File: src/hw/rtl/cds_pkg.sv
package cds_pkg;

   // defaults for the top-level parameters
   localparam int BASE_YEAR_DEF = 1900;
   localparam int LAST_YEAR_DEF = 4095;
   localparam int MAX_STEP_DEF  = 65535;

   // internal widths, wide enough for every legal parameter setting
   localparam int YEAR_W     = 14;
   localparam int NUM_W      = 22;
   localparam int YMOD_W     = 9;
   localparam int STEP_W     = 16;
   localparam int STEP_LIM_W = 20;

   // port widths
   localparam int OUT_YEAR_W = 12;
   localparam int OUT_NUM_W  = 20;

   localparam int MONTHS      = 12;
   localparam int YEAR_CYCLE  = 400;
   localparam int COMMON_DAYS = 365;

   typedef enum logic [1:0] {
      OP_FWD  = 2'd0,
      OP_BACK = 2'd1,
      OP_LOAD = 2'd2,
      OP_NONE = 2'd3
   } op_type;

   // job handed from the front end to the walker
   typedef struct packed {
      logic              load;
      logic              error;
      logic [NUM_W-1:0]  tgt;
      logic [3:0]        month;
      logic [4:0]        day;
      logic [YEAR_W-1:0] year;
   } job_type;

   // walker result
   typedef struct packed {
      logic              valid;
      logic              commit;
      logic              error;
      logic [3:0]        month;
      logic [4:0]        day;
      logic [YEAR_W-1:0] year;
      logic [NUM_W-1:0]  num;
      logic [2:0]        wd;
   } res_type;

   // calendar rules for the cursor year and the month in hand
   typedef struct packed {
      logic              leap_cur;
      logic              leap_prev;
      logic [4:0]        mlen;
      logic [YMOD_W-1:0] ymod_prev;
      logic [YMOD_W-1:0] ymod_next;
   } cal_type;

   // leap test on the year taken modulo 400
   function automatic logic is_leap(input logic [YMOD_W-1:0] r);
      return (r == '0) ||
             ((r[1:0] == 2'd0) && (r != YMOD_W'(100)) && (r != YMOD_W'(200)) &&
              (r != YMOD_W'(300)));
   endfunction

   function automatic logic [4:0] month_len(input logic [3:0] m, input logic leap);
      logic [4:0] len;
      case (m)
         4'd2: begin
            len = 5'd28 + {4'd0, leap};
         end
         4'd4, 4'd6, 4'd9, 4'd11: begin
            len = 5'd30;
         end
         default: begin
            len = 5'd31;
         end
      endcase
      return len;
   endfunction

   // modulo 7 of a small value (below 56)
   function automatic logic [2:0] mod7(input logic [5:0] v);
      logic [5:0] t;
      t = v;
      if (t >= 6'd28) t = t - 6'd28;
      if (t >= 6'd14) t = t - 6'd14;
      if (t >= 6'd7)  t = t - 6'd7;
      return t[2:0];
   endfunction

endpackage

File: src/hw/rtl/cds_cal.sv
module cds_cal (
   input  logic [cds_pkg::YMOD_W-1:0] ymod,
   input  logic [3:0]                 month,
   output cds_pkg::cal_type           cal
);

   localparam logic [cds_pkg::YMOD_W-1:0] YMOD_TOP =
      cds_pkg::YMOD_W'(cds_pkg::YEAR_CYCLE - 1);

   always_comb begin
      cal.ymod_prev = (ymod == '0) ? YMOD_TOP : ymod - cds_pkg::YMOD_W'(1);
      cal.ymod_next = (ymod == YMOD_TOP) ? '0 : ymod + cds_pkg::YMOD_W'(1);
      cal.leap_cur  = cds_pkg::is_leap(ymod);
      cal.leap_prev = cds_pkg::is_leap(cal.ymod_prev);
      cal.mlen      = cds_pkg::month_len(month, cal.leap_cur);
   end

endmodule

File: src/hw/rtl/cds_walker.sv
module cds_walker #(
   parameter int BASE_YEAR = cds_pkg::BASE_YEAR_DEF,
   parameter int LAST_YEAR = cds_pkg::LAST_YEAR_DEF,
   parameter int START_WD  = 1
) (
   input  logic             clock,
   input  logic             reset,
   input  logic             job_start,
   input  cds_pkg::job_type job,
   output cds_pkg::res_type res
);

   localparam int NUM_W  = cds_pkg::NUM_W;
   localparam int YEAR_W = cds_pkg::YEAR_W;
   localparam int YMOD_W = cds_pkg::YMOD_W;

   localparam logic [YEAR_W-1:0] BASE_Y   = YEAR_W'(BASE_YEAR);
   localparam logic [YEAR_W-1:0] LAST_Y   = YEAR_W'(LAST_YEAR);
   localparam logic [YMOD_W-1:0] BASE_MOD = YMOD_W'(BASE_YEAR % cds_pkg::YEAR_CYCLE);
   localparam logic [3:0]        LAST_MON = 4'(cds_pkg::MONTHS);

   typedef enum logic [3:0] {
      ST_IDLE   = 4'b0001,
      ST_YEAR   = 4'b0010,
      ST_MONTH  = 4'b0100,
      ST_FINISH = 4'b1000
   } state_type;

   state_type             state_ff, state_in;
   logic [YEAR_W-1:0]     yr_ff, yr_in;
   logic [YMOD_W-1:0]     ymod_ff, ymod_in;
   logic [NUM_W-1:0]      jan1_ff, jan1_in;
   logic [2:0]            jw_ff, jw_in;
   cds_pkg::job_type      job_ff, job_in;
   logic [3:0]            mon_ff, mon_in;
   logic [NUM_W-1:0]      ms_ff, ms_in;
   logic [2:0]            mw_ff, mw_in;
   cds_pkg::res_type      res_ff, res_in;

   cds_pkg::cal_type      cal;
   logic                  back_year, fwd_year, fwd_month, day_ok, sub;
   logic [NUM_W-1:0]      op_a, op_b, sum;
   logic [8:0]            ylen_cur, ylen_prev;
   logic [4:0]            day_less, off;
   logic [2:0]            jw_fwd, jw_back, mw_next, wd_fin;

   cds_cal u_cal (
      .ymod  (ymod_ff),
      .month (mon_ff),
      .cal   (cal)
   );

   assign ylen_cur  = 9'(cds_pkg::COMMON_DAYS) + {8'd0, cal.leap_cur};
   assign ylen_prev = 9'(cds_pkg::COMMON_DAYS) + {8'd0, cal.leap_prev};
   assign day_less  = job_ff.day - 5'd1;
   assign back_year = job_ff.load ? (yr_ff > job_ff.year) : (job_ff.tgt < jan1_ff);

   // shared adder
   always_comb begin
      op_a = '0;
      op_b = '0;
      sub  = 1'b0;
      case (state_ff)
         ST_YEAR: begin
            op_a = jan1_ff;
            op_b = back_year ? NUM_W'(ylen_prev) : NUM_W'(ylen_cur);
            sub  = back_year;
         end
         ST_MONTH: begin
            op_a = ms_ff;
            op_b = NUM_W'(cal.mlen);
         end
         ST_FINISH: begin
            if (job_ff.load) begin
               op_a = ms_ff;
               op_b = NUM_W'(day_less);
            end else begin
               op_a = job_ff.tgt;
               op_b = ms_ff;
               sub  = 1'b1;
            end
         end
         default: begin
            op_a = '0;
         end
      endcase
      sum = op_a + (sub ? ~op_b : op_b) + NUM_W'(sub);
   end

   assign fwd_year  = job_ff.load ? (yr_ff < job_ff.year)
                                  : ((yr_ff < LAST_Y) && (job_ff.tgt >= sum));
   assign fwd_month = job_ff.load ? (mon_ff < job_ff.month)
                                  : ((mon_ff < LAST_MON) && (job_ff.tgt >= sum));
   assign day_ok    = job_ff.day <= cal.mlen;

   assign jw_fwd  = cds_pkg::mod7(6'(jw_ff) + 6'd1 + 6'(cal.leap_cur));
   assign jw_back = cds_pkg::mod7(6'(jw_ff) + 6'd6 - 6'(cal.leap_prev));
   assign mw_next = cds_pkg::mod7(6'(mw_ff) + 6'(cal.mlen - 5'd28));
   assign off     = job_ff.load ? day_less : sum[4:0];
   assign wd_fin  = cds_pkg::mod7(6'(mw_ff) + 6'(off));

   always_comb begin
      state_in     = state_ff;
      yr_in        = yr_ff;
      ymod_in      = ymod_ff;
      jan1_in      = jan1_ff;
      jw_in        = jw_ff;
      job_in       = job_ff;
      mon_in       = mon_ff;
      ms_in        = ms_ff;
      mw_in        = mw_ff;
      res_in       = res_ff;
      res_in.valid = 1'b0;
      case (state_ff)
         ST_IDLE: begin
            if (job_start) begin
               job_in   = job;
               state_in = ST_YEAR;
            end
         end
         ST_YEAR: begin
            if (back_year) begin
               yr_in   = yr_ff - YEAR_W'(1);
               ymod_in = cal.ymod_prev;
               jan1_in = sum;
               jw_in   = jw_back;
            end else if (fwd_year) begin
               yr_in   = yr_ff + YEAR_W'(1);
               ymod_in = cal.ymod_next;
               jan1_in = sum;
               jw_in   = jw_fwd;
            end else begin
               mon_in   = 4'd1;
               ms_in    = jan1_ff;
               mw_in    = jw_ff;
               state_in = ST_MONTH;
            end
         end
         ST_MONTH: begin
            if (fwd_month) begin
               mon_in = mon_ff + 4'd1;
               ms_in  = sum;
               mw_in  = mw_next;
            end else begin
               state_in = ST_FINISH;
            end
         end
         ST_FINISH: begin
            res_in.valid = 1'b1;
            res_in.month = mon_ff;
            res_in.year  = yr_ff;
            res_in.wd    = wd_fin;
            if (job_ff.load) begin
               res_in.commit = day_ok;
               res_in.error  = !day_ok;
               res_in.day    = job_ff.day;
               res_in.num    = sum;
            end else begin
               res_in.commit = 1'b1;
               res_in.error  = job_ff.error;
               res_in.day    = sum[4:0] + 5'd1;
               res_in.num    = job_ff.tgt;
            end
            state_in = ST_IDLE;
         end
         default: begin
            state_in = ST_IDLE;
         end
      endcase
   end

   always_ff @(posedge clock) begin
      if (reset) begin
         state_ff <= ST_IDLE;
         yr_ff    <= BASE_Y;
         ymod_ff  <= BASE_MOD;
         jan1_ff  <= '0;
         jw_ff    <= 3'(START_WD);
         res_ff   <= '0;
      end else begin
         state_ff <= state_in;
         yr_ff    <= yr_in;
         ymod_ff  <= ymod_in;
         jan1_ff  <= jan1_in;
         jw_ff    <= jw_in;
         res_ff   <= res_in;
      end
   end

   always_ff @(posedge clock) begin
      job_ff <= job_in;
      mon_ff <= mon_in;
      ms_ff  <= ms_in;
      mw_ff  <= mw_in;
   end

   assign res = res_ff;

endmodule

File: src/hw/rtl/calendar_date_stepper_core.sv
// Gregorian date counter. Holds month, day, year, a day number counted from 1 January
// BASE_YEAR and a weekday (0 Sunday), and takes one command word at a time: step
// forward, step back, or load a date. A command is taken when start is high and busy
// low; each command gives exactly one result word, shown for a single cycle with
// rsp_valid, and the receiver cannot hold it off, so capture it on that cycle. Steps
// and valid loads raise busy and run through a year/month walker that shares one
// adder: one year per cycle from the year of the last walked date to the target year,
// then one month per cycle. A load with a month, day or year out of range, and the
// unused operation code, are refused without busy, the error word appearing the
// cycle after the command; a load of a day beyond its month's length is refused at
// the end of the walk. A step beyond the first or last allowed day stops on that day
// with rsp_error_flag set; counts above MAX_STEP are saturated. Nothing changes on a
// refused load.
module calendar_date_stepper_core #(
   parameter int BASE_YEAR = cds_pkg::BASE_YEAR_DEF,
   parameter int LAST_YEAR = cds_pkg::LAST_YEAR_DEF,
   parameter int MAX_STEP  = cds_pkg::MAX_STEP_DEF
) (
   input  logic                           clock,
   input  logic                           reset,
   input  logic                           start,
   output logic                           busy,
   input  logic [1:0]                     req_operation,
   input  logic [cds_pkg::STEP_W-1:0]     req_step_count,
   input  logic [3:0]                     req_new_month,
   input  logic [4:0]                     req_new_day,
   input  logic [cds_pkg::OUT_YEAR_W-1:0] req_new_year,
   output logic                           rsp_valid,
   output logic [3:0]                     rsp_month_out,
   output logic [4:0]                     rsp_day_out,
   output logic [cds_pkg::OUT_YEAR_W-1:0] rsp_year_out,
   output logic [cds_pkg::OUT_NUM_W-1:0]  rsp_day_number,
   output logic [2:0]                     rsp_weekday,
   output logic                           rsp_error_flag
);

   localparam int NUM_W  = cds_pkg::NUM_W;
   localparam int SUM_W  = NUM_W + 1;
   localparam int YEAR_W = cds_pkg::YEAR_W;

   // day number of 31 December LAST_YEAR
   localparam int PB = BASE_YEAR - 1;
   localparam int LAST_NUM = (365 * LAST_YEAR + LAST_YEAR / 4 - LAST_YEAR / 100 +
                              LAST_YEAR / 400) -
                             (365 * PB + PB / 4 - PB / 100 + PB / 400) - 1;
   localparam logic [NUM_W-1:0] LAST_NUM_V = NUM_W'(LAST_NUM);

   // weekday of 1 January BASE_YEAR
   localparam int START_WD = (1 + 5 * (PB % 4) + 4 * (PB % 100) + 6 * (PB % 400)) % 7;

   localparam logic [YEAR_W-1:0] BASE_Y = YEAR_W'(BASE_YEAR);
   localparam logic [YEAR_W-1:0] LAST_Y = YEAR_W'(LAST_YEAR);

   // committed date
   logic [3:0]          cur_month_ff, cur_month_in;
   logic [4:0]          cur_day_ff, cur_day_in;
   logic [YEAR_W-1:0]   cur_year_ff, cur_year_in;
   logic [NUM_W-1:0]    cur_num_ff, cur_num_in;
   logic [2:0]          cur_wd_ff, cur_wd_in;
   logic                busy_ff, busy_in;
   logic                rsp_valid_ff, rsp_valid_in;
   logic                rsp_err_ff, rsp_err_in;

   logic                      accept, go, refuse, fwd_over, back_under, load_ok;
   logic [cds_pkg::STEP_W-1:0] cnt_sat;
   logic [SUM_W-1:0]          fwd_sum;
   logic [NUM_W-1:0]          back_diff;
   logic [YEAR_W-1:0]         ny;
   cds_pkg::job_type          job;
   cds_pkg::res_type          res;

   assign accept = start && !busy_ff;

   // saturate the count, then form the target day number
   assign cnt_sat = ({{(cds_pkg::STEP_LIM_W - cds_pkg::STEP_W){1'b0}}, req_step_count} >
                     cds_pkg::STEP_LIM_W'(MAX_STEP)) ?
                    cds_pkg::STEP_W'(MAX_STEP) : req_step_count;
   assign fwd_sum    = {1'b0, cur_num_ff} + SUM_W'(cnt_sat);
   assign fwd_over   = fwd_sum > SUM_W'(LAST_NUM_V);
   assign back_under = NUM_W'(cnt_sat) > cur_num_ff;
   assign back_diff  = cur_num_ff - NUM_W'(cnt_sat);

   // range checks on a load; the day against its month is checked by the walker
   assign ny      = YEAR_W'(req_new_year);
   assign load_ok = (req_new_month >= 4'd1) && (req_new_month <= 4'(cds_pkg::MONTHS)) &&
                    (req_new_day != 5'd0) && (ny >= BASE_Y) && (ny <= LAST_Y);

   always_comb begin
      job       = '0;
      job.month = req_new_month;
      job.day   = req_new_day;
      job.year  = ny;
      go        = 1'b0;
      case (cds_pkg::op_type'(req_operation))
         cds_pkg::OP_FWD: begin
            go        = 1'b1;
            job.tgt   = fwd_over ? LAST_NUM_V : fwd_sum[NUM_W-1:0];
            job.error = fwd_over;
         end
         cds_pkg::OP_BACK: begin
            go        = 1'b1;
            job.tgt   = back_under ? '0 : back_diff;
            job.error = back_under;
         end
         cds_pkg::OP_LOAD: begin
            go       = load_ok;
            job.load = 1'b1;
         end
         default: begin
            go = 1'b0;
         end
      endcase
   end

   assign refuse = accept && !go;

   cds_walker #(
      .BASE_YEAR (BASE_YEAR),
      .LAST_YEAR (LAST_YEAR),
      .START_WD  (START_WD)
   ) u_walker (
      .clock     (clock),
      .reset     (reset),
      .job_start (accept && go),
      .job       (job),
      .res       (res)
   );

   always_comb begin
      cur_month_in = cur_month_ff;
      cur_day_in   = cur_day_ff;
      cur_year_in  = cur_year_ff;
      cur_num_in   = cur_num_ff;
      cur_wd_in    = cur_wd_ff;
      busy_in      = busy_ff;
      rsp_valid_in = res.valid || refuse;
      rsp_err_in   = rsp_err_ff;
      if (accept && go) begin
         busy_in = 1'b1;
      end
      if (res.valid) begin
         busy_in    = 1'b0;
         rsp_err_in = res.error;
         if (res.commit) begin
            cur_month_in = res.month;
            cur_day_in   = res.day;
            cur_year_in  = res.year;
            cur_num_in   = res.num;
            cur_wd_in    = res.wd;
         end
      end else if (refuse) begin
         rsp_err_in = 1'b1;
      end
   end

   always_ff @(posedge clock) begin
      if (reset) begin
         cur_month_ff <= 4'd1;
         cur_day_ff   <= 5'd1;
         cur_year_ff  <= BASE_Y;
         cur_num_ff   <= '0;
         cur_wd_ff    <= 3'(START_WD);
         busy_ff      <= 1'b0;
         rsp_valid_ff <= 1'b0;
         rsp_err_ff   <= 1'b0;
      end else begin
         cur_month_ff <= cur_month_in;
         cur_day_ff   <= cur_day_in;
         cur_year_ff  <= cur_year_in;
         cur_num_ff   <= cur_num_in;
         cur_wd_ff    <= cur_wd_in;
         busy_ff      <= busy_in;
         rsp_valid_ff <= rsp_valid_in;
         rsp_err_ff   <= rsp_err_in;
      end
   end

   // the date ports show the committed date; rsp_valid marks each result word
   assign busy           = busy_ff;
   assign rsp_valid      = rsp_valid_ff;
   assign rsp_month_out  = cur_month_ff;
   assign rsp_day_out    = cur_day_ff;
   assign rsp_year_out   = cur_year_ff[cds_pkg::OUT_YEAR_W-1:0];
   assign rsp_day_number = cur_num_ff[cds_pkg::OUT_NUM_W-1:0];
   assign rsp_weekday    = cur_wd_ff;
   assign rsp_error_flag = rsp_err_ff;

endmodule

File: config.mk
export PLATFORM = sky130hd
export DESIGN_NAME = calendar_date_stepper_core
export DESIGN_NICKNAME = d
export VERILOG_FILES = /design/src/hw/rtl/cds_pkg.sv /design/src/hw/rtl/cds_cal.sv /design/src/hw/rtl/cds_walker.sv /design/src/hw/rtl/calendar_date_stepper_core.sv
export SDC_FILE = /design/constraint.sdc
export NUM_CORES = 1
export LEC_CHECK = 0
export ABC_AREA = 1
export BUFFER_PORTS_ARGS = -buffer_cell sky130_fd_sc_hd__buf_4
export CORE_UTILIZATION = 58
export DETAILED_ROUTE_END_ITERATION = 6
export GPL_TIMING_DRIVEN = 0
export PLACE_DENSITY = 0.76
export SYNTH_ARGS = -nofsm -noshare
export SYNTH_HDL_FRONTEND = slang
export SYNTH_SLANG_ARGS = --single-unit
export TNS_END_PERCENT = 1
File: constraint.sdc
create_clock -name clock -period 9.94 [get_ports clock]
set_input_delay 0 -clock clock [delete_from_list [all_inputs] [get_ports clock]]
set_output_delay 0 -clock clock [all_outputs]
set_load 0.05 [all_outputs]
==> qor.yml <==
run_status:
  run_status: "finished, final reports clean"
critical_path:
  critical-path-slowest-cell: "nor3_4"
  crit_path_max_fanout: 11
  worstSetupPathType: "flip-flop to flip-flop"
  ff2ff_setup_slack_ns: 0.61
  crit_path_frequent_cell: "nand2_1"
  cp-end-kind: "flip-flop"
  worstPathRequired_ns: 10.18
  worstSetupStartpointType: "flip-flop"
  worstReg2RegStart: "u_walker.job_ff[26]"
  critical_path.max_stage_delay_ns: 0.50
  arrival_ns: 9.57
  worst-r2r-cell-count: 47
  r2r_end: "u_walker.ms_ff[9]"
cts:
  clkTransAtPathRegs_ns: 0.07
  numClockSinks: 224
  cts_tree: "yes"
  clk_latency_ns: 0.56
  root_buffer: "clkbuf_16"
  h-tree-depth: 1
  clock_path_buffers: 3
  cts_buffers: 25
global_routing:
  antenna_found_initial: 0
  use_met1: 0.476
  met2_usage: 0.596
  grt_pass1_wl_um: 79300
  grt_pass1_vias: 14884
  grt-ovfl-total: 0
  grt-busiest-layer: "met2"
  grt_max_degree: 34
  use_met3: 0.0480
  grt_usage: 0.360
cells_and_area:
  syn_to_final_growth_pct: 14.6
  layoutNonFillerInstCount: 2623
  utilization: 0.677
  fin_nets: 2470
  diodes: 0
  drive_above_1_share: 0.100
  final_area_um2: 18200
  n_fill_cell: 2367
sta:
  finClkSkew_ns: 0.0329
  rsz0062_at_grt: "false"
  maxSlewViolCount: 0
  tightest_slew_ns: 1.10
  report.final.setup_viol: 0
  final_hold_viol_count: 0
  finalCritPeriodShare: 0.939
  max_freq_mhz: 107
  fin_crit_ns: 9.33
  max-slew-margin-rel: 0.265
flow_run:
  cap_violations: 0
power_and_ir_drop:
  p_leak_nw: 8.51
  total_power_w: 0.00237
  power_density_nw_per_um2: 131
  ir_drop_uv: 162
drt:
  postRouteWirelength_um: 50900
  routedWlPerCell_um: 19.4
  ant_nets: 0
  drtIter0Drc: 1630
  via_count: 15613
  first_pass_iters: 7
  viasPerCell: 5.95
  drc: 0
synth:
  yosysTopAreaCellShare: 0.189
  synth.avg_cell_area_um2: 7.49
  yosysUniqueCellTypes: 63
  syn_inst: 2120
  synthTopCellsByArea: "dfxtp_1, edfxtp_1, ha_1, nand2_1, inv_1"
  async_flop_share: 0
  syn-num-nets: 2327
  ys_seq_area_frac: 0.329
  synthFlopType: "dfxtp_1"
  synth_edf_count: 74
  syn-cell-area_um2: 15900
  synth.yosys.warnings: 0
  synth-seq-cells: 224
  synth_top_area_cell: "dfxtp_1"
floorplanning:
  die_area_um2: 28000
  core_region_area_um2: 26900
  die_h_um: 167
  core.rowCount: 60
  design.portCount: 89
  initial_core_util: 0.591
  die_width_um: 167
hold_path:
  hold_end: "u_walker.res[16]"
  hold_start: "reset"
  hold_depth: 4
  hold_path.class: "input pin to flip-flop"
placement:
  gp_congestion: 0.992
  dp.final_hpwl_um: 39100
  port_buffers: 87
  place_inst: 2552
  post_dp_cell_area_um2: 17000
-- kinds of logic (layout without fill, tap and decap cells) --
logic type	after synthesis	count (layout)	share of synthesized area
fa+ha+maj	165	165	0.133
buf+inv	405	567	0.102
mux	1	1	0.000631
xor+xnor	78	78	0.0435
simple gates	729	729	0.203
compound gates	518	518	0.189
flops	224	224	0.329
-- layout make-up --
| type | count | area, µm² | area share |
|---|---|---|---|
| multi-input combinational | 1491 | 9050 | 0.498 |
| sequential | 224 | 5230 | 0.287 |
| inverter | 309 | 1160 | 0.0638 |
| timing repair buffer | 117 | 971 | 0.0534 |
| clock buffer | 27 | 654 | 0.0360 |
| buffer | 95 | 448 | 0.0246 |
| tap | 341 | 427 | 0.0235 |
| clock inverter | 19 | 250 | 0.0138 |
-- synthesized netlist by cell type, types with 3 or more instances --
cell type	count
a211oi_1	6
a21o_1	4
a21oi_1	186
a221oi_1	3
a31oi_1	14
and2_1	5
buf_1	6
buf_2	4
buf_4	21
clkbuf_1	64
clkinv_1	7
dfxtp_1	150
edfxtp_1	74
fa_1	6
ha_1	159
inv_1	290
inv_2	12
nand2_1	329
nand2_2	13
nand3_1	113
nand3_2	11
nand4_1	22
nor2_1	189
nor2_2	7
nor2_4	4
nor3_1	16
nor4_1	5
o2111ai_1	17
o211ai_1	24
o21ai_0	184
o21ai_1	12
o21bai_1	10
o221ai_1	25
o22ai_1	10
o311ai_0	3
o31ai_1	3
or2_2	4
xnor2_1	20
xor2_1	57
-- how the worst max path moves through the flow --
stage | from | to | slack, ns | depth (start not counted)
final | u_walker.job_ff[26] | u_walker.ms_ff[9] | 0.61 | 47
after global routing | u_walker.job_ff[26] | u_walker.ms_ff[9] | 0.18 | 47
after CTS | u_walker.job_ff[26] | u_walker.ms_ff[9] | 0.52 | 47
after detailed placement | u_walker.job_ff[36] | u_walker.ms_ff[10] | 0.59 | 46
after global placement | u_walker.job_ff[26] | u_walker.ms_ff[10] | -2.29 | 45
after floorplan | u_walker.job_ff[36] | u_walker.mon_ff[0] | 1.46 | 44
-- worst max-delay path: cells and delay by family (launching register included) --
kind | cells | cell delay, ns
AO/OA/AOI/OAI | 17 | 3.40
XOR/XNOR | 2 | 0.54
adder cells (fa/ha/maj) | 3 | 0.94
buffers and inverters | 6 | 1.26
flip-flops | 1 | 0.48
AND/OR/NAND/NOR | 19 | 2.37
-- power breakdown --
part           total (W)  internal, W  leakage, nW  switching [W]
Sequential      0.000990     0.000969         1.87      0.0000216
Clock            0.00102     0.000611        0.434       0.000411
Combinational   0.000362     0.000127         6.21       0.000235
Total            0.00237      0.00171         8.51       0.000668
-- what timing repair did --
action,4_1_cts,5_1_grt
hold endpoints to repair,27,0
resized for setup,0,1
hold buffers,26,0
buffers inserted,0,0
endpoints found under the setup margin,0,18
-- through the flow --
step                      worst slack, ns  TNS (ns)  hold slack [ns]
after detailed placement            0.586         0            0.181
final                               0.607         0           0.0592
after global routing                0.178         0           0.0989
after global placement              -2.29    -66.18            0.179
after CTS                           0.518         0           0.0283
after floorplan                      1.46         0           0.0989
-- flip-flops by register name (all words and copies together) (netlist names), 5 cells and up --
register,cells
u_walker.ms_ff,22
u_walker.res,49
u_walker.ymod_ff,9
cur_num_ff,22
u_walker.jan1_ff,22
u_walker.yr_ff,14
u_walker.job_ff,45
cur_year_ff,12
rsp_day_out,5
-- metal layers --
metal,routed length [µm],share of wire,up-vias
met4,2090,0.041,0
met3,4320,0.085,126
met1,21000,0.41,7375
met5,0,0,-
li1,-,-,7434
met2,23500,0.46,678
-- layout by cell type, fill, tap and decap left out, drive strengths merged, types with 14 or more instances in the layout --
cell type	count
nor2	200
ha	159
xnor2	20
a31oi	14
o221ai	25
dlygate4sd3	26
nand2	344
clkbuf	90
o211ai	24
nand3	125
nor3	19
xor2	58
buf	123
o2111ai	17
edfxtp	74
dfxtp	150
inv	303
clkinv	16
a21oi	188
nand4	23
o21ai	198
Power figures use the tool's default switching activity.
